==> src/rtl/core/frqg_pkg.sv <==
// Shared types, constants and helper functions for the frame-rate quality governor.
// No dependencies; every other file in rtl/core depends on this package.
`default_nettype none

package frqg_pkg;

   localparam int LEVEL_COUNT = 4;
   localparam int LEVEL_W     = 2;
   localparam int ACTION_W    = 2;
   localparam int FRAME_W     = 20;
   localparam int RATE_W      = 24;
   localparam int TIME_W      = 32;
   localparam int CAUSE_W     = 3;

   localparam int CSR_AW      = 5;
   localparam int CSR_DW      = 32;
   localparam int REG_IDX_W   = 3;

   // shared serial divider: 28-bit dividend, 20-bit divisor, one quotient bit per cycle
   localparam int DIV_W       = 28;
   localparam int DIVR_W      = FRAME_W;
   localparam int DIV_CNT_W   = 5;

   localparam logic [RATE_W-1:0] RATE_MAX    = 24'hFFFFFF;
   localparam logic [DIV_W-1:0]  RATE_SCALE  = 28'd256000000;
   localparam logic [DIVR_W-1:0] AVG_DIVISOR = 20'd10;
   localparam logic [DIV_W-1:0]  AVG_ROUND   = 28'd5;

   localparam logic [RATE_W-1:0]  DOWN_RATE_RST   = 24'd6912;
   localparam logic [RATE_W-1:0]  STRONG_RATE_RST = 24'd6144;
   localparam logic [RATE_W-1:0]  UP_RATE_RST     = 24'd8960;
   localparam logic [TIME_W-1:0]  SUSTAIN_RST     = 32'd3000000;
   localparam logic               AUTO_RST        = 1'b1;
   localparam logic [LEVEL_W-1:0] START_LEVEL_RST = 2'd2;
   localparam logic [LEVEL_W-1:0] TOP_LEVEL_RST   = 2'd2;

   typedef enum logic [ACTION_W-1:0] {
      ACT_TICK  = 2'd0,
      ACT_SET   = 2'd1,
      ACT_CYCLE = 2'd2
   } action_type;

   typedef enum logic [CAUSE_W-1:0] {
      CAUSE_NONE   = 3'd0,
      CAUSE_STRONG = 3'd1,
      CAUSE_DOWN   = 3'd2,
      CAUSE_UP     = 3'd3,
      CAUSE_MANUAL = 3'd4
   } cause_type;

   typedef enum logic [REG_IDX_W-1:0] {
      REG_DOWN_RATE   = 3'd0,
      REG_STRONG_RATE = 3'd1,
      REG_UP_RATE     = 3'd2,
      REG_SUSTAIN     = 3'd3,
      REG_AUTO        = 3'd4,
      REG_START_LEVEL = 3'd5,
      REG_TOP_LEVEL   = 3'd6
   } reg_idx_type;

   typedef struct packed {
      logic [RATE_W-1:0]  down_rate;
      logic [RATE_W-1:0]  strong_down_rate;
      logic [RATE_W-1:0]  up_rate;
      logic [TIME_W-1:0]  sustain_us;
      logic               auto_enable;
      logic [LEVEL_W-1:0] start_level;
      logic [LEVEL_W-1:0] top_level;
   } cfg_type;

   // saturate a level code to the last legal level
   function automatic logic [LEVEL_W-1:0] clamp_level(input logic [LEVEL_W-1:0] v);
      logic [LEVEL_W-1:0] r;
      if ({1'b0, v} >= (LEVEL_W+1)'(LEVEL_COUNT)) begin
         r = LEVEL_W'(LEVEL_COUNT - 1);
      end else begin
         r = v;
      end
      return r;
   endfunction

   // next level, wrapping to zero
   function automatic logic [LEVEL_W-1:0] wrap_level(input logic [LEVEL_W-1:0] v);
      logic [LEVEL_W-1:0] r;
      if (v == LEVEL_W'(LEVEL_COUNT - 1)) begin
         r = '0;
      end else begin
         r = v + LEVEL_W'(1);
      end
      return r;
   endfunction

   // saturating duration add
   function automatic logic [TIME_W-1:0] sat_time(input logic [TIME_W-1:0] a,
                                                  input logic [TIME_W:0]   b);
      logic [TIME_W:0] s;
      s = {1'b0, a} + b;
      return s[TIME_W] ? {TIME_W{1'b1}} : s[TIME_W-1:0];
   endfunction

endpackage

`default_nettype wire

==> src/rtl/core/frqg_if.sv <==
// Valid/ready channel interfaces for tick/command words and result words.
// Depends on frqg_pkg for field widths.
`default_nettype none

interface frqg_req_if;
   logic                            valid;
   logic                            ready;
   logic [frqg_pkg::ACTION_W-1:0]   action;
   logic [frqg_pkg::FRAME_W-1:0]    frame_us;
   logic [frqg_pkg::LEVEL_W-1:0]    new_level;

   modport source (output valid, action, frame_us, new_level, input ready);
   modport sink   (input valid, action, frame_us, new_level, output ready);
endinterface

interface frqg_rsp_if;
   logic                            valid;
   logic                            ready;
   logic [frqg_pkg::LEVEL_W-1:0]    level;
   logic [frqg_pkg::LEVEL_W-1:0]    prior_level;
   logic                            changed;
   logic [frqg_pkg::CAUSE_W-1:0]    cause;
   logic [frqg_pkg::RATE_W-1:0]     smoothed_rate;
   logic [frqg_pkg::TIME_W-1:0]     since_change_us;

   modport source (output valid, level, prior_level, changed, cause, smoothed_rate,
                   since_change_us, input ready);
   modport sink   (input valid, level, prior_level, changed, cause, smoothed_rate,
                   since_change_us, output ready);
endinterface

`default_nettype wire

==> src/rtl/core/frame_rate_quality_governor.sv <==
// Frame-rate quality governor: one result word per accepted tick/command word.
// Tick with nonzero frame time: two passes through the
// bit-serial divider (instantaneous rate, then the divide-by-ten of the blend).
// Tick with zero frame time skips the divider; manual set/cycle and unused action skip it too.
// Input is taken again while a finished result word still waits on rsp_ch.
// Synchronous active-high reset: level = start level default, rate/durations zero.
`default_nettype none

module frame_rate_quality_governor (
   input  logic                         clock,
   input  logic                         reset,
   frqg_req_if.sink                     req_ch,
   frqg_rsp_if.source                   rsp_ch,
   input  logic                         csr_psel,
   input  logic                         csr_penable,
   input  logic                         csr_pwrite,
   input  logic [frqg_pkg::CSR_AW-1:0]  csr_paddr,
   input  logic [frqg_pkg::CSR_DW-1:0]  csr_pwdata,
   output logic [frqg_pkg::CSR_DW-1:0]  csr_prdata,
   output logic                         csr_pready
);
   import frqg_pkg::*;

   // Sequencer: one word at a time walks through these steps.
   typedef enum logic [8:0] {
      S_IDLE     = 9'b000000001,
      S_SINCE    = 9'b000000010,
      S_DIV_INST = 9'b000000100,
      S_DIV_AVG  = 9'b000001000,
      S_CLASS    = 9'b000010000,
      S_DOWN     = 9'b000100000,
      S_UP       = 9'b001000000,
      S_MAN      = 9'b010000000,
      S_DONE     = 9'b100000000
   } state_type;

   cfg_type cfg;

   state_type            state_ff, state_in;

   // captured word
   logic [ACTION_W-1:0]  action_ff, action_in;
   logic [FRAME_W-1:0]   frame_ff, frame_in;
   logic [LEVEL_W-1:0]   new_level_ff, new_level_in;

   // governor state
   logic [LEVEL_W-1:0]   level_ff, level_in;
   logic [LEVEL_W-1:0]   prior_ff, prior_in;
   logic [RATE_W-1:0]    rate_ff, rate_in;
   logic [TIME_W-1:0]    low_ff, low_in;
   logic [TIME_W-1:0]    high_ff, high_in;
   logic [TIME_W-1:0]    since_ff, since_in;

   // per-word scratch
   logic [TIME_W:0]      up_need_ff, up_need_in;
   logic                 strong_ff, strong_in;
   logic                 changed_ff, changed_in;
   logic [CAUSE_W-1:0]   cause_ff, cause_in;

   // result register
   logic                 rsp_valid_ff, rsp_valid_in;
   logic [LEVEL_W-1:0]   rsp_level_ff, rsp_level_in;
   logic [LEVEL_W-1:0]   rsp_prior_ff, rsp_prior_in;
   logic                 rsp_changed_ff, rsp_changed_in;
   logic [CAUSE_W-1:0]   rsp_cause_ff, rsp_cause_in;
   logic [RATE_W-1:0]    rsp_rate_ff, rsp_rate_in;
   logic [TIME_W-1:0]    rsp_since_ff, rsp_since_in;

   // divider hookup
   logic                 div_start;
   logic [DIV_W-1:0]     div_dividend;
   logic [DIVR_W-1:0]    div_divisor;
   logic                 div_done;
   logic [DIV_W-1:0]     div_q;

   logic                 accept;
   logic                 rsp_free;
   logic [RATE_W-1:0]    q_sat;
   logic [DIV_W-1:0]     blend;
   logic [LEVEL_W-1:0]   top;
   logic [LEVEL_W-1:0]   target;

   frqg_csr u_csr (
      .clock   (clock),
      .reset   (reset),
      .psel    (csr_psel),
      .penable (csr_penable),
      .pwrite  (csr_pwrite),
      .paddr   (csr_paddr),
      .pwdata  (csr_pwdata),
      .prdata  (csr_prdata),
      .pready  (csr_pready),
      .cfg     (cfg)
   );

   frqg_div u_div (
      .clock    (clock),
      .reset    (reset),
      .start    (div_start),
      .dividend (div_dividend),
      .divisor  (div_divisor),
      .done     (div_done),
      .quotient (div_q)
   );

   assign req_ch.ready = (state_ff == S_IDLE);
   assign accept       = req_ch.valid & req_ch.ready;
   assign rsp_free     = ~rsp_valid_ff | rsp_ch.ready;

   // Saturate a divider quotient to the 24-bit rate range.
   assign q_sat = (|div_q[DIV_W-1:RATE_W]) ? RATE_MAX : div_q[RATE_W-1:0];

   // Blend numerator: 9*avg + inst + 5, inst taken from the first divide.
   assign blend = ({{(DIV_W-RATE_W){1'b0}}, rate_ff} << 3)
                + {{(DIV_W-RATE_W){1'b0}}, rate_ff}
                + {{(DIV_W-RATE_W){1'b0}}, q_sat}
                + AVG_ROUND;

   assign top    = clamp_level(cfg.top_level);
   assign target = (action_ff == ACT_SET) ? clamp_level(new_level_ff) : wrap_level(level_ff);

   always_comb begin
      state_in     = state_ff;
      action_in    = action_ff;
      frame_in     = frame_ff;
      new_level_in = new_level_ff;
      level_in     = level_ff;
      prior_in     = prior_ff;
      rate_in      = rate_ff;
      low_in       = low_ff;
      high_in      = high_ff;
      since_in     = since_ff;
      up_need_in   = up_need_ff;
      strong_in    = strong_ff;
      changed_in   = changed_ff;
      cause_in     = cause_ff;
      div_start    = 1'b0;
      div_dividend = RATE_SCALE;
      div_divisor  = frame_ff;

      rsp_valid_in   = rsp_valid_ff & ~rsp_ch.ready;
      rsp_level_in   = rsp_level_ff;
      rsp_prior_in   = rsp_prior_ff;
      rsp_changed_in = rsp_changed_ff;
      rsp_cause_in   = rsp_cause_ff;
      rsp_rate_in    = rsp_rate_ff;
      rsp_since_in   = rsp_since_ff;

      unique case (state_ff)
         S_IDLE: begin
            if (accept) begin
               action_in    = req_ch.action;
               frame_in     = req_ch.frame_us;
               new_level_in = req_ch.new_level;
               changed_in   = 1'b0;
               cause_in     = CAUSE_NONE;
               if (req_ch.action == ACT_TICK) begin
                  state_in = S_SINCE;
               end else if (req_ch.action == ACT_SET || req_ch.action == ACT_CYCLE) begin
                  state_in = S_MAN;
               end else begin
                  state_in = S_DONE;
               end
            end
         end
         S_SINCE: begin
            // advance the since-change clock; latch the upgrade hold time (1.5x sustain)
            since_in   = sat_time(since_ff, {{(TIME_W+1-FRAME_W){1'b0}}, frame_ff});
            up_need_in = {1'b0, cfg.sustain_us}
                       + {2'b0, cfg.sustain_us[TIME_W-1:1]}
                       + {{TIME_W{1'b0}}, cfg.sustain_us[0]};
            if (frame_ff != '0) begin
               div_start = 1'b1;
               state_in  = S_DIV_INST;
            end else begin
               state_in  = S_CLASS;
            end
         end
         S_DIV_INST: begin
            // instantaneous rate ready: launch the rounded divide by ten
            if (div_done) begin
               div_start    = 1'b1;
               div_dividend = blend;
               div_divisor  = AVG_DIVISOR;
               state_in     = S_DIV_AVG;
            end
         end
         S_DIV_AVG: begin
            if (div_done) begin
               rate_in  = q_sat;
               state_in = S_CLASS;
            end
         end
         S_CLASS: begin
            strong_in = (rate_ff < cfg.strong_down_rate);
            if (!cfg.auto_enable) begin
               state_in = S_DONE;
            end else begin
               state_in = S_DOWN;
               if (rate_ff < cfg.strong_down_rate) begin
                  // well below target: count low time double
                  low_in  = sat_time(low_ff, {{(TIME_W-FRAME_W){1'b0}}, frame_ff, 1'b0});
                  high_in = '0;
               end else if (rate_ff < cfg.down_rate) begin
                  low_in  = sat_time(low_ff, {{(TIME_W+1-FRAME_W){1'b0}}, frame_ff});
                  high_in = '0;
               end else if (rate_ff >= cfg.up_rate) begin
                  high_in = sat_time(high_ff, {{(TIME_W+1-FRAME_W){1'b0}}, frame_ff});
                  low_in  = '0;
               end else begin
                  low_in  = '0;
                  high_in = '0;
               end
            end
         end
         S_DOWN: begin
            state_in = S_UP;
            if (low_ff >= cfg.sustain_us && level_ff != '0) begin
               prior_in   = level_ff;
               level_in   = level_ff - LEVEL_W'(1);
               since_in   = '0;
               changed_in = 1'b1;
               cause_in   = strong_ff ? CAUSE_STRONG : CAUSE_DOWN;
               low_in     = '0;
            end
         end
         S_UP: begin
            // checked after the downgrade, so a zero sustain can bounce back up
            state_in = S_DONE;
            if ({1'b0, high_ff} >= up_need_ff && level_ff < top) begin
               prior_in   = level_ff;
               level_in   = level_ff + LEVEL_W'(1);
               since_in   = '0;
               changed_in = 1'b1;
               cause_in   = CAUSE_UP;
               high_in    = '0;
            end
         end
         S_MAN: begin
            // manual set or cycle: record only a real change, always drop durations
            state_in = S_DONE;
            if (target != level_ff) begin
               prior_in   = level_ff;
               level_in   = target;
               since_in   = '0;
               changed_in = 1'b1;
               cause_in   = CAUSE_MANUAL;
            end
            low_in  = '0;
            high_in = '0;
         end
         S_DONE: begin
            // hold until the result register frees up, then load it
            if (rsp_free) begin
               rsp_valid_in   = 1'b1;
               rsp_level_in   = level_ff;
               rsp_prior_in   = prior_ff;
               rsp_changed_in = changed_ff;
               rsp_cause_in   = cause_ff;
               rsp_rate_in    = rate_ff;
               rsp_since_in   = since_ff;
               state_in       = S_IDLE;
            end
         end
         default: begin
            state_in = S_IDLE;
         end
      endcase
   end

   always_ff @(posedge clock) begin
      if (reset) begin
         state_ff     <= S_IDLE;
         level_ff     <= clamp_level(START_LEVEL_RST);
         prior_ff     <= clamp_level(START_LEVEL_RST);
         rate_ff      <= '0;
         low_ff       <= '0;
         high_ff      <= '0;
         since_ff     <= '0;
         rsp_valid_ff <= 1'b0;
      end else begin
         state_ff     <= state_in;
         level_ff     <= level_in;
         prior_ff     <= prior_in;
         rate_ff      <= rate_in;
         low_ff       <= low_in;
         high_ff      <= high_in;
         since_ff     <= since_in;
         rsp_valid_ff <= rsp_valid_in;
      end
   end

   always_ff @(posedge clock) begin
      action_ff      <= action_in;
      frame_ff       <= frame_in;
      new_level_ff   <= new_level_in;
      up_need_ff     <= up_need_in;
      strong_ff      <= strong_in;
      changed_ff     <= changed_in;
      cause_ff       <= cause_in;
      rsp_level_ff   <= rsp_level_in;
      rsp_prior_ff   <= rsp_prior_in;
      rsp_changed_ff <= rsp_changed_in;
      rsp_cause_ff   <= rsp_cause_in;
      rsp_rate_ff    <= rsp_rate_in;
      rsp_since_ff   <= rsp_since_in;
   end

   assign rsp_ch.valid           = rsp_valid_ff;
   assign rsp_ch.level           = rsp_level_ff;
   assign rsp_ch.prior_level     = rsp_prior_ff;
   assign rsp_ch.changed         = rsp_changed_ff;
   assign rsp_ch.cause           = rsp_cause_ff;
   assign rsp_ch.smoothed_rate   = rsp_rate_ff;
   assign rsp_ch.since_change_us = rsp_since_ff;

endmodule

`default_nettype wire

==> src/rtl/core/frqg_div.sv <==
// Bit-serial restoring divider, one quotient bit per cycle.
// Depends on frqg_pkg for operand widths.
`default_nettype none

module frqg_div (
   input  logic                         clock,
   input  logic                         reset,
   input  logic                         start,
   input  logic [frqg_pkg::DIV_W-1:0]   dividend,
   input  logic [frqg_pkg::DIVR_W-1:0]  divisor,
   output logic                         done,
   output logic [frqg_pkg::DIV_W-1:0]   quotient
);
   import frqg_pkg::*;

   logic                 busy_ff, busy_in;
   logic                 done_ff, done_in;
   logic [DIV_CNT_W-1:0] cnt_ff, cnt_in;
   logic [DIV_W-1:0]     dvd_ff, dvd_in;
   logic [DIVR_W-1:0]    rem_ff, rem_in;
   logic [DIVR_W-1:0]    dsr_ff, dsr_in;

   logic [DIVR_W:0]      rem_sh;
   logic [DIVR_W:0]      diff;
   logic                 fits;

   // shift in the next dividend bit, trial subtract
   assign rem_sh = {rem_ff, dvd_ff[DIV_W-1]};
   assign diff   = rem_sh - {1'b0, dsr_ff};
   assign fits   = ~diff[DIVR_W];

   always_comb begin
      busy_in = busy_ff;
      done_in = 1'b0;
      cnt_in  = cnt_ff;
      dvd_in  = dvd_ff;
      rem_in  = rem_ff;
      dsr_in  = dsr_ff;
      if (start) begin
         busy_in = 1'b1;
         cnt_in  = DIV_CNT_W'(DIV_W);
         dvd_in  = dividend;
         rem_in  = '0;
         dsr_in  = divisor;
      end else if (busy_ff) begin
         dvd_in = {dvd_ff[DIV_W-2:0], fits};
         rem_in = fits ? diff[DIVR_W-1:0] : rem_sh[DIVR_W-1:0];
         cnt_in = cnt_ff - DIV_CNT_W'(1);
         if (cnt_ff == DIV_CNT_W'(1)) begin
            busy_in = 1'b0;
            done_in = 1'b1;
         end
      end
   end

   always_ff @(posedge clock) begin
      if (reset) begin
         busy_ff <= 1'b0;
         done_ff <= 1'b0;
         cnt_ff  <= '0;
      end else begin
         busy_ff <= busy_in;
         done_ff <= done_in;
         cnt_ff  <= cnt_in;
      end
   end

   always_ff @(posedge clock) begin
      dvd_ff <= dvd_in;
      rem_ff <= rem_in;
      dsr_ff <= dsr_in;
   end

   assign done     = done_ff;
   assign quotient = dvd_ff;

endmodule

`default_nettype wire

==> src/rtl/core/frqg_csr.sv <==
// APB-style configuration register file for the governor thresholds and levels.
// Depends on frqg_pkg for the register map and the cfg_type struct.
`default_nettype none

module frqg_csr (
   input  logic                         clock,
   input  logic                         reset,
   input  logic                         psel,
   input  logic                         penable,
   input  logic                         pwrite,
   input  logic [frqg_pkg::CSR_AW-1:0]  paddr,
   input  logic [frqg_pkg::CSR_DW-1:0]  pwdata,
   output logic [frqg_pkg::CSR_DW-1:0]  prdata,
   output logic                         pready,
   output frqg_pkg::cfg_type            cfg
);
   import frqg_pkg::*;

   cfg_type          cfg_ff, cfg_in;
   logic [REG_IDX_W-1:0] idx;
   logic             wr_en;

   assign idx    = paddr[CSR_AW-1:2];
   assign wr_en  = psel & penable & pwrite;
   assign pready = 1'b1;

   always_comb begin
      cfg_in = cfg_ff;
      if (wr_en) begin
         unique case (idx)
            REG_DOWN_RATE:   cfg_in.down_rate        = pwdata[RATE_W-1:0];
            REG_STRONG_RATE: cfg_in.strong_down_rate = pwdata[RATE_W-1:0];
            REG_UP_RATE:     cfg_in.up_rate          = pwdata[RATE_W-1:0];
            REG_SUSTAIN:     cfg_in.sustain_us       = pwdata[TIME_W-1:0];
            REG_AUTO:        cfg_in.auto_enable      = pwdata[0];
            REG_START_LEVEL: cfg_in.start_level      = pwdata[LEVEL_W-1:0];
            REG_TOP_LEVEL:   cfg_in.top_level        = pwdata[LEVEL_W-1:0];
            default:         cfg_in = cfg_ff;
         endcase
      end
   end

   always_comb begin
      unique case (idx)
         REG_DOWN_RATE:   prdata = CSR_DW'(cfg_ff.down_rate);
         REG_STRONG_RATE: prdata = CSR_DW'(cfg_ff.strong_down_rate);
         REG_UP_RATE:     prdata = CSR_DW'(cfg_ff.up_rate);
         REG_SUSTAIN:     prdata = CSR_DW'(cfg_ff.sustain_us);
         REG_AUTO:        prdata = CSR_DW'(cfg_ff.auto_enable);
         REG_START_LEVEL: prdata = CSR_DW'(cfg_ff.start_level);
         REG_TOP_LEVEL:   prdata = CSR_DW'(cfg_ff.top_level);
         default:         prdata = '0;
      endcase
   end

   always_ff @(posedge clock) begin
      if (reset) begin
         cfg_ff.down_rate        <= DOWN_RATE_RST;
         cfg_ff.strong_down_rate <= STRONG_RATE_RST;
         cfg_ff.up_rate          <= UP_RATE_RST;
         cfg_ff.sustain_us       <= SUSTAIN_RST;
         cfg_ff.auto_enable      <= AUTO_RST;
         cfg_ff.start_level      <= START_LEVEL_RST;
         cfg_ff.top_level        <= TOP_LEVEL_RST;
      end else begin
         cfg_ff <= cfg_in;
      end
   end

   assign cfg = cfg_ff;

endmodule

`default_nettype wire
==> src/flat_wrapper.sv <==
// flat-port wrapper written by rule: the top's interface ports become plain ports
module frame_rate_quality_governor_flat import frqg_pkg::*;
  (clock, reset, csr_psel, csr_penable, csr_pwrite, csr_paddr, csr_pwdata, csr_prdata, csr_pready, req_ch_valid, req_ch_action, req_ch_frame_us, req_ch_new_level, req_ch_ready, rsp_ch_valid, rsp_ch_level, rsp_ch_prior_level, rsp_ch_changed, rsp_ch_cause, rsp_ch_smoothed_rate, rsp_ch_since_change_us, rsp_ch_ready);
  frqg_req_if req_ch_i ();
  frqg_rsp_if rsp_ch_i ();
  input  logic clock;
  input  logic reset;
  input  logic csr_psel;
  input  logic csr_penable;
  input  logic csr_pwrite;
  input  logic [frqg_pkg::CSR_AW-1:0] csr_paddr;
  input  logic [frqg_pkg::CSR_DW-1:0] csr_pwdata;
  output logic [frqg_pkg::CSR_DW-1:0] csr_prdata;
  output logic csr_pready;
  input wire logic [$bits(req_ch_i.valid)-1:0] req_ch_valid;
  input wire logic [$bits(req_ch_i.action)-1:0] req_ch_action;
  input wire logic [$bits(req_ch_i.frame_us)-1:0] req_ch_frame_us;
  input wire logic [$bits(req_ch_i.new_level)-1:0] req_ch_new_level;
  output wire logic [$bits(req_ch_i.ready)-1:0] req_ch_ready;
  output wire logic [$bits(rsp_ch_i.valid)-1:0] rsp_ch_valid;
  output wire logic [$bits(rsp_ch_i.level)-1:0] rsp_ch_level;
  output wire logic [$bits(rsp_ch_i.prior_level)-1:0] rsp_ch_prior_level;
  output wire logic [$bits(rsp_ch_i.changed)-1:0] rsp_ch_changed;
  output wire logic [$bits(rsp_ch_i.cause)-1:0] rsp_ch_cause;
  output wire logic [$bits(rsp_ch_i.smoothed_rate)-1:0] rsp_ch_smoothed_rate;
  output wire logic [$bits(rsp_ch_i.since_change_us)-1:0] rsp_ch_since_change_us;
  input wire logic [$bits(rsp_ch_i.ready)-1:0] rsp_ch_ready;
  assign req_ch_i.valid = req_ch_valid;
  assign req_ch_i.action = req_ch_action;
  assign req_ch_i.frame_us = req_ch_frame_us;
  assign req_ch_i.new_level = req_ch_new_level;
  assign req_ch_ready = req_ch_i.ready;
  assign rsp_ch_valid = rsp_ch_i.valid;
  assign rsp_ch_level = rsp_ch_i.level;
  assign rsp_ch_prior_level = rsp_ch_i.prior_level;
  assign rsp_ch_changed = rsp_ch_i.changed;
  assign rsp_ch_cause = rsp_ch_i.cause;
  assign rsp_ch_smoothed_rate = rsp_ch_i.smoothed_rate;
  assign rsp_ch_since_change_us = rsp_ch_i.since_change_us;
  assign rsp_ch_i.ready = rsp_ch_ready;
  frame_rate_quality_governor u_core (.clock(clock), .reset(reset), .req_ch(req_ch_i), .rsp_ch(rsp_ch_i), .csr_psel(csr_psel), .csr_penable(csr_penable), .csr_pwrite(csr_pwrite), .csr_paddr(csr_paddr), .csr_pwdata(csr_pwdata), .csr_prdata(csr_prdata), .csr_pready(csr_pready));
endmodule
==> config.mk <==
export PLATFORM = sky130hd
export DESIGN_NAME = frame_rate_quality_governor_flat
export DESIGN_NICKNAME = d
export VERILOG_FILES = /design/src/rtl/core/frqg_pkg.sv /design/src/rtl/core/frqg_if.sv /design/src/rtl/core/frame_rate_quality_governor.sv /design/src/rtl/core/frqg_div.sv /design/src/rtl/core/frqg_csr.sv /design/src/flat_wrapper.sv
export SDC_FILE = /design/constraint.sdc
export NUM_CORES = 1
export LEC_CHECK = 0
export BUFFER_PORTS_ARGS = -buffer_cell sky130_fd_sc_hd__clkbuf_2
export CAP_MARGIN = 10
export CORE_MARGIN = 4
export CORE_UTILIZATION = 56
export DETAILED_ROUTE_END_ITERATION = 10
export GPL_TIMING_DRIVEN = 1
export HOLD_SLACK_MARGIN = 0.06
export MAX_ROUTING_LAYER = met4
export PLACE_DENSITY_LB_ADDON = 0.3
export SETUP_SLACK_MARGIN = 0.1
export SLEW_MARGIN = 20
export SYNTH_ARGS = -nofsm -noshare
export SYNTH_HDL_FRONTEND = slang
export SYNTH_SLANG_ARGS = --single-unit
==> constraint.sdc <==
create_clock -name clock -period 7.2 [get_ports clock]
set_clock_uncertainty 0.1 [all_clocks]
set_input_delay 0.72 -clock clock [delete_from_list [all_inputs] [get_ports clock]]
set_output_delay 0.72 -clock clock [all_outputs]
set_load 0.03 [all_outputs]
==> results of run 1 <==
## worst paths after layout
check / cells after the start / startpoint / endpoint
max reg2reg: 15 / u_core.u_div.quotient[25] / u_core.u_div.quotient[25]
min reg2reg: 0 / u_core.changed_ff / u_core.rsp_ch.changed
max: 15 / u_core.u_div.quotient[25] / u_core.u_div.quotient[25]
min: 1 / req_ch_frame_us[16] / u_core.frame_ff[16]
## flip-flops by register name (all words and copies together), names as in the netlist, 5 cells and up
register,flops
u_core.frame_ff,20
u_core.u_div.rem_ff,20
u_core.since_ff,32
u_core.u_div.quotient,28
u_core.up_need_ff,33
u_core.rsp_ch.smoothed_rate,24
u_core.u_csr.cfg,109
u_core.u_div.dsr_ff,20
u_core.state_ff,9
u_core.rate_ff,24
u_core.low_ff,32
u_core.rsp_ch.since_change_us,32
u_core.u_div.cnt_ff,5
u_core.high_ff,32
## layer usage
layer  track usage [%]  wire length [µm]
met2             48.22             39560
met5                 -                 0
met4             12.90              4002
met3             5.788              7133
met1             39.12             36400
## worst register-to-register path, delay by kind of cell, from the launching register on
family / cells / cell delay, ps
adders and majority gates: 2 / 700
DFF: 1 / 380
xor gates and xnor gates: 1 / 140
AOI/OAI and AO/OA: 6 / 1470
buffers and inverters: 2 / 320
and+or+nand+nor: 4 / 1280
## placed cells by master (no fill, tap or decap), drive strengths merged, types with 33 or more instances in the layout
| cell type | count |
|---|---|
| a211oi | 60 |
| a21o | 80 |
| a21oi | 318 |
| and2 | 42 |
| and3 | 33 |
| clkbuf | 232 |
| dfxtp | 270 |
| edfxtp | 174 |
| ha | 302 |
| inv | 293 |
| nand2 | 373 |
| nand2b | 34 |
| nand3 | 58 |
| nand4 | 33 |
| nor2 | 233 |
| nor2b | 35 |
| nor3 | 61 |
| o21a | 34 |
| o21ai | 217 |
| xnor2 | 83 |
| xor2 | 46 |
## metrics by stage
step / hold slack (ps) / power [mW] / setup slack [ps] / instances
floorplan: 300.3 / 3.818 / 2808 / 3355
global placement: 308.6 / 4.077 / 2714 / 4083
detailed placement: 304.5 / 4.133 / 2599 / 4083
CTS: 161.9 / 6.977 / 2598 / 4181
global route: 164.4 / 7.244 / 2209 / 4189
finish: 184.0 / 6.965 / 2531 / 4189
## where the power goes
group | internal (mW) | switching [mW] | leakage [nW]
combinational | 0.510 | 0.722 | 9.16
clock | 1.72 | 1.13 | 0.891
sequential | 2.74 | 0.148 | 3.81
total | 4.97 | 2.00 | 13.9
## cells by family after synthesis
family | after synthesis | synth area share, %
compound gates | 1008 | 22.42
buf+inv | 425 | 5.607
mux | 26 | 0.8897
fa+ha+maj | 330 | 14.83
other cells | 1 | 0.01282
flops | 444 | 36.34
simple gates | 992 | 16.03
xor+xnor | 129 | 3.862
## layout make-up
| class | count | area share (%) |
|---|---|---|
| Multi-Input combinational cell | 2486 | 52.46 |
| Sequential cell | 444 | 32.73 |
| Clock buffer | 70 | 4.495 |
| Inverter | 291 | 3.363 |
| Timing Repair Buffer | 184 | 3.101 |
| Tap cell | 680 | 2.619 |
| Clock inverter | 28 | 1.186 |
| Antenna cell | 6 | 0.04622 |
==> metrics.md, run 1 <==
| Metric | Value |
|---|---|
| Vias post-DR | `26,230` |
| Fin. max-slew vios | `0` |
| Core Rows | `83` |
| CTS max path bufs | `3` |
| Pleak | `13.87 nW` |
| Sequential area share after synthesis | `36.34%` |
| Largest cells by area after synthesis | `dfxtp_1, edfxtp_1, ha_1` |
| Post-synth top area share | `18.48%` |
| Reg area | `10,630 µm²` |
| H-tree depth | `2` |
| Achievable Freq | `214.2 MHz` |
| Layout net count | `3,857` |
| Pwr/cell area | `214.4 nW/µm²` |
| First-pass GRT wire length | `135,800 µm` |
| RSZ-0062 raised after global routing | `no` |
| Slew headroom | `19.29%` |
| Remaining DRCs | `0` |
| Post-synthesis register bit count | `444` |
| Post-DP Area | `30,560 µm²` |
| Fill count | `4,379` |
| Maximum vdd ir drop | `0.1818 mV` |
| Slew @ Worst Pin | `1211 ps` |
| Vias in the first global route | `25,120` |
| Layout Area Growth over Synthesis | `11.04%` |
| Max-cap violations | `0` |
| Critical path's top delay family | `compound AO/OA/AOI/OAI gates` |
| Post-Syn Instances | `3,355` |
| Count leader, synth | `nand2_1` |
| Synth warn | `0` |
| R2R Setup Slk | `2530 ps` |
| CTS Buf Count | `52` |
| Overall Global Routing Usage | `30.68%` |
| Reg clk slew, reported paths | `60 ps` |
| Syn Nets | `3,753` |
| Dpl hpwl | `63,110 µm` |
| Final setup viols | `0` |
| CTS root buf | `clkbuf_16` |
| Top Ports | `167` |
| CP max-delay cell | `or4_1` |
| Final design utilization | `63.06%` |
| Design area | `32,480 µm²` |
| Total Neg Setup Slack | `0 ps` |
| Area of the multi-input gates | `17,040 µm²` |
| DRT antenna net count | `0` |
| Period utilisation layout | `64.85%` |
| Outcome | `completed` |
| Largest stage delay, worst path | `520 ps` |
| Period minus WS final | `4669 ps` |
| Total gr overflow | `0` |
| Cts hold-fix bufs | `0` |
| Die Width | `236.6 µm` |
| Chip Height | `236.6 µm` |
| Largest net degree at the start of global routing | `105` |
| Vias/cell | `6.260` |
| Top cells by count, synth | `nand2_1, a21oi_1, ha_1` |
| Final wirelength | `87,090 µm` |
| Clk sinks | `444` |
| Yosys top cell by area | `dfxtp_1` |
| Worst setup EP type | `flip-flop` |
| Routed WL per cell | `20.79 µm` |
| TritonRoute pass-1 iters | `5` |
| Worst-Skew Late Latency | `610 ps` |
| CTS tree | `done` |
| Netlist cell types | `100` |
| Critical Path AT | `4900 ps` |
| Mean area per synthesized cell | `8.719 µm²` |
| Die area | `55,960 µm²` |
| Final hold viol count | `0` |
| Critical path data required time | `7430 ps` |
| Placer congestion estimate | `0.9697` |
| Initial core utilization | `56.79%` |
| WP buf/inv | `2` |
| Asr flop ratio synth | `0%` |
| Hold crit path type | `in -> reg` |
| Initial antenna violation count | `6` |
| CP cell instances | `or4_1 > buf_4 > nor2_1 > fa_1 > inv_1 > ha_1 > o21ai_0 > a211oi_1 > o311ai_0 > a211oi_1 > nor3_1 > or3_1 > o21ai_1 > xnor2_1 > a21oi_1` |
| Worst-path fanout max | `24` |
| Post-cts sizing count | `0` |
| Number of post-CTS setup repair buffers | `0` |
| Port buffer count | `163` |
| Main synth FF type | `dfxtp_1` |
| Most Frequent Cell on Critical Path | `a211oi_1` |
| Syn Std Cell Area | `29,250 µm²` |
| Worst Setup Start Kind | `flip-flop` |
| Number of synthesized flops with an enable pin | `174` |
| Layout cells sized above 1 | `9.221%` |
| Setup CP Type | `reg -> reg` |
| Core ar. | `51,510 µm²` |
| Drt initial violations | `2,196` |
Power figures use the tool's default switching activity.
==> inputs of run 2 (changes only) <==
- clock period: 7.2 -> 3.8 ns (I/O delays scaled with it)
==> metrics.md, run 2 (synthesis results as in run 1) <==
| Metric | Value |
|---|---|
| Outcome | `finished, violations left` |
| Failing checks | `negative setup slack` |
| Minimum setup slack in the final design | `-320.0 ps` |
| Critical Path AT | `4350 ps` |
| DRT antenna net count | `0` |
| Hold Crit Start | `csr_pwdata[0]` |
| Die Width | `236.6 µm` |
| Reg clk slew, reported paths | `60 ps` |
| Slew @ Worst Pin | `1026 ps` |
| Hold crit path type | `in -> reg` |
| Top Ports | `167` |
| Most frequent cells in the layout | `nand2_1, a21oi_1, ha_1` |
| Placer congestion estimate | `0.9700` |
| Die area | `55,960 µm²` |
| Setup CP Type | `reg -> reg` |
| Worst Setup Start Kind | `flip-flop` |
| Vias/cell | `6.179` |
| Remaining DRCs | `0` |
| Psw | `3.835 mW` |
| Largest net degree at the start of global routing | `106` |
| Final setup viols | `11` |
| Drt initial violations | `2,462` |
| Total Neg Setup Slack | `-1943 ps` |
| Worst setup EP type | `flip-flop` |
| Initial antenna violation count | `4` |
| Overall Global Routing Usage | `31.76%` |
| Layout cells sized above 1 | `13.76%` |
| Layout Area Growth over Synthesis | `17.24%` |
| Net Sw Frac | `28.90%` |
| Worst-Skew Late Latency | `620 ps` |
| Design area | `34,300 µm²` |
| Worst r2r src | `u_core.u_div.quotient[25]` |
| Maximum vdd ir drop | `0.4518 mV` |
| Clock share of power | `40.1%` |
| Critical path data required time | `4030 ps` |
| Final hold viol count | `0` |
| Final design utilization | `66.58%` |
| Hold slack | `117.0 ps` |
| Vias post-DR | `27,080` |
| Finished Layout Cells | `4,383` |
| Dpl hpwl | `65,780 µm` |
| CTS Buf Count | `51` |
| Port buffer count | `163` |
| Period utilisation layout | `108.4%` |
| Chip Height | `236.6 µm` |
| Max reg flops | `109` |
| Core Rows | `83` |
| Pwr/cell area | `387.0 nW/µm²` |
| H-tree depth | `2` |
| Pleak | `14.87 nW` |
| P_int | `9.437 mW` |
| Achievable Freq | `242.7 MHz` |
| TritonRoute pass-1 iters | `6` |
| Slew headroom | `31.52%` |
| Initial core utilization | `56.79%` |
| Fin. max-slew vios | `0` |
| Setup crit start | `u_core.u_div.quotient[25]` |
| Post-DP Area | `31,640 µm²` |
| Total gr overflow | `0` |
| CTS root buf | `clkbuf_16` |
| Vias in the first global route | `26,250` |
| Logic pwr share | `19.0%` |
| Period minus WS final | `4120 ps` |
| CTS max path bufs | `3` |
| Fraction of power consumed by sequential logic | `41.0%` |
| CTS tree | `done` |
| RSZ-0062 raised after global routing | `yes` |
| Most common cell after layout, fill and taps aside | `nand2_1` |
| Core ar. | `51,510 µm²` |
| Worst-path fanout max | `20` |
| Final wirelength | `90,170 µm` |
| Clk sinks | `444` |
| Layout net count | `4,054` |
| Max-cap violations | `0` |
| First-pass GRT wire length | `141,000 µm` |
| Placed cell count | `4,218` |
| Routed WL per cell | `20.57 µm` |
run 2: layout make-up:
| class | count | area (µm²) |
|---|---|---|
| diodes | 5 | 12.51 |
| clock buffers | 66 | 1415 |
| clock inverters | 29 | 369.1 |
| fillers | 4185 | 17210 |
| inverters | 291 | 1092 |
| multi-input cells | 2487 | 17300 |
| flip-flops and latches | 444 | 10630 |
| well taps | 680 | 850.8 |
| repair buffers | 381 | 2628 |
run 2: critical path, stage by stage (launching register included):
cell	delay, ps
edfxtp_1	390
or4_4	570
buf_12	180
nor2_2	140
fa_1	430
inv_1	110
ha_4	180
nor3_1	80
a211oi_2	290
buf_4	180
o311ai_4	110
a211oi_2	280
nor3_1	80
or3_1	350
o21ai_2	160
xnor2_1	130
a21oi_1	90
run 2: power groups by stage:
stage / clock network (mW) / logic (mW) / registers (mW)
2_1_floorplan: 0 / 1.81 / 5.43
4_1_cts: 5.36 / 2.47 / 5.43
6_report: 5.32 / 2.52 / 5.44
3_5_place_dp: 0 / 2.40 / 5.53
5_1_grt: 5.56 / 2.77 / 5.45
3_3_place_gp: 0 / 2.29 / 5.52
run 2: routing by layer:
metal | routed length [µm] | GRT usage [%] | part of all wire, %
met3 | 7420 | 4.775 | 8.2
met5 | 0 | - | 0
met2 | 41100 | 49.95 | 46
met1 | 37050 | 41.04 | 41
met4 | 4591 | 13.82 | 5.1
run 2: final timing paths:
path,endpoint,slack (ps),cells past startpoint
setup reg to reg,u_core.u_div.quotient[25],-320,16
hold reg to reg,u_core.rsp_ch.cause[2],320,0
hold / removal,u_core.u_csr.cfg[5],120,3
setup / recovery,u_core.u_div.quotient[25],-320,16
run 2: what timing repair did:
action | 4_1_cts | 5_1_grt
endpoints found under the hold margin | 139 | 0
setup endpoints to repair | 33 | 85
pin swaps | 9 | 10
hold buffers | 56 | 0
cloned | 0 | 1
buffers inserted | 2 | 6
gates resized for setup | 21 | 29
run 2: stage by stage:
stage	setup slack (ps)	power, mW
6_report	-320.0	13.27
5_1_grt	-438.6	13.78
4_1_cts	-301.1	13.26
3_5_place_dp	-424.9	7.925
3_3_place_gp	-295.7	7.813
2_1_floorplan	-156.6	7.237
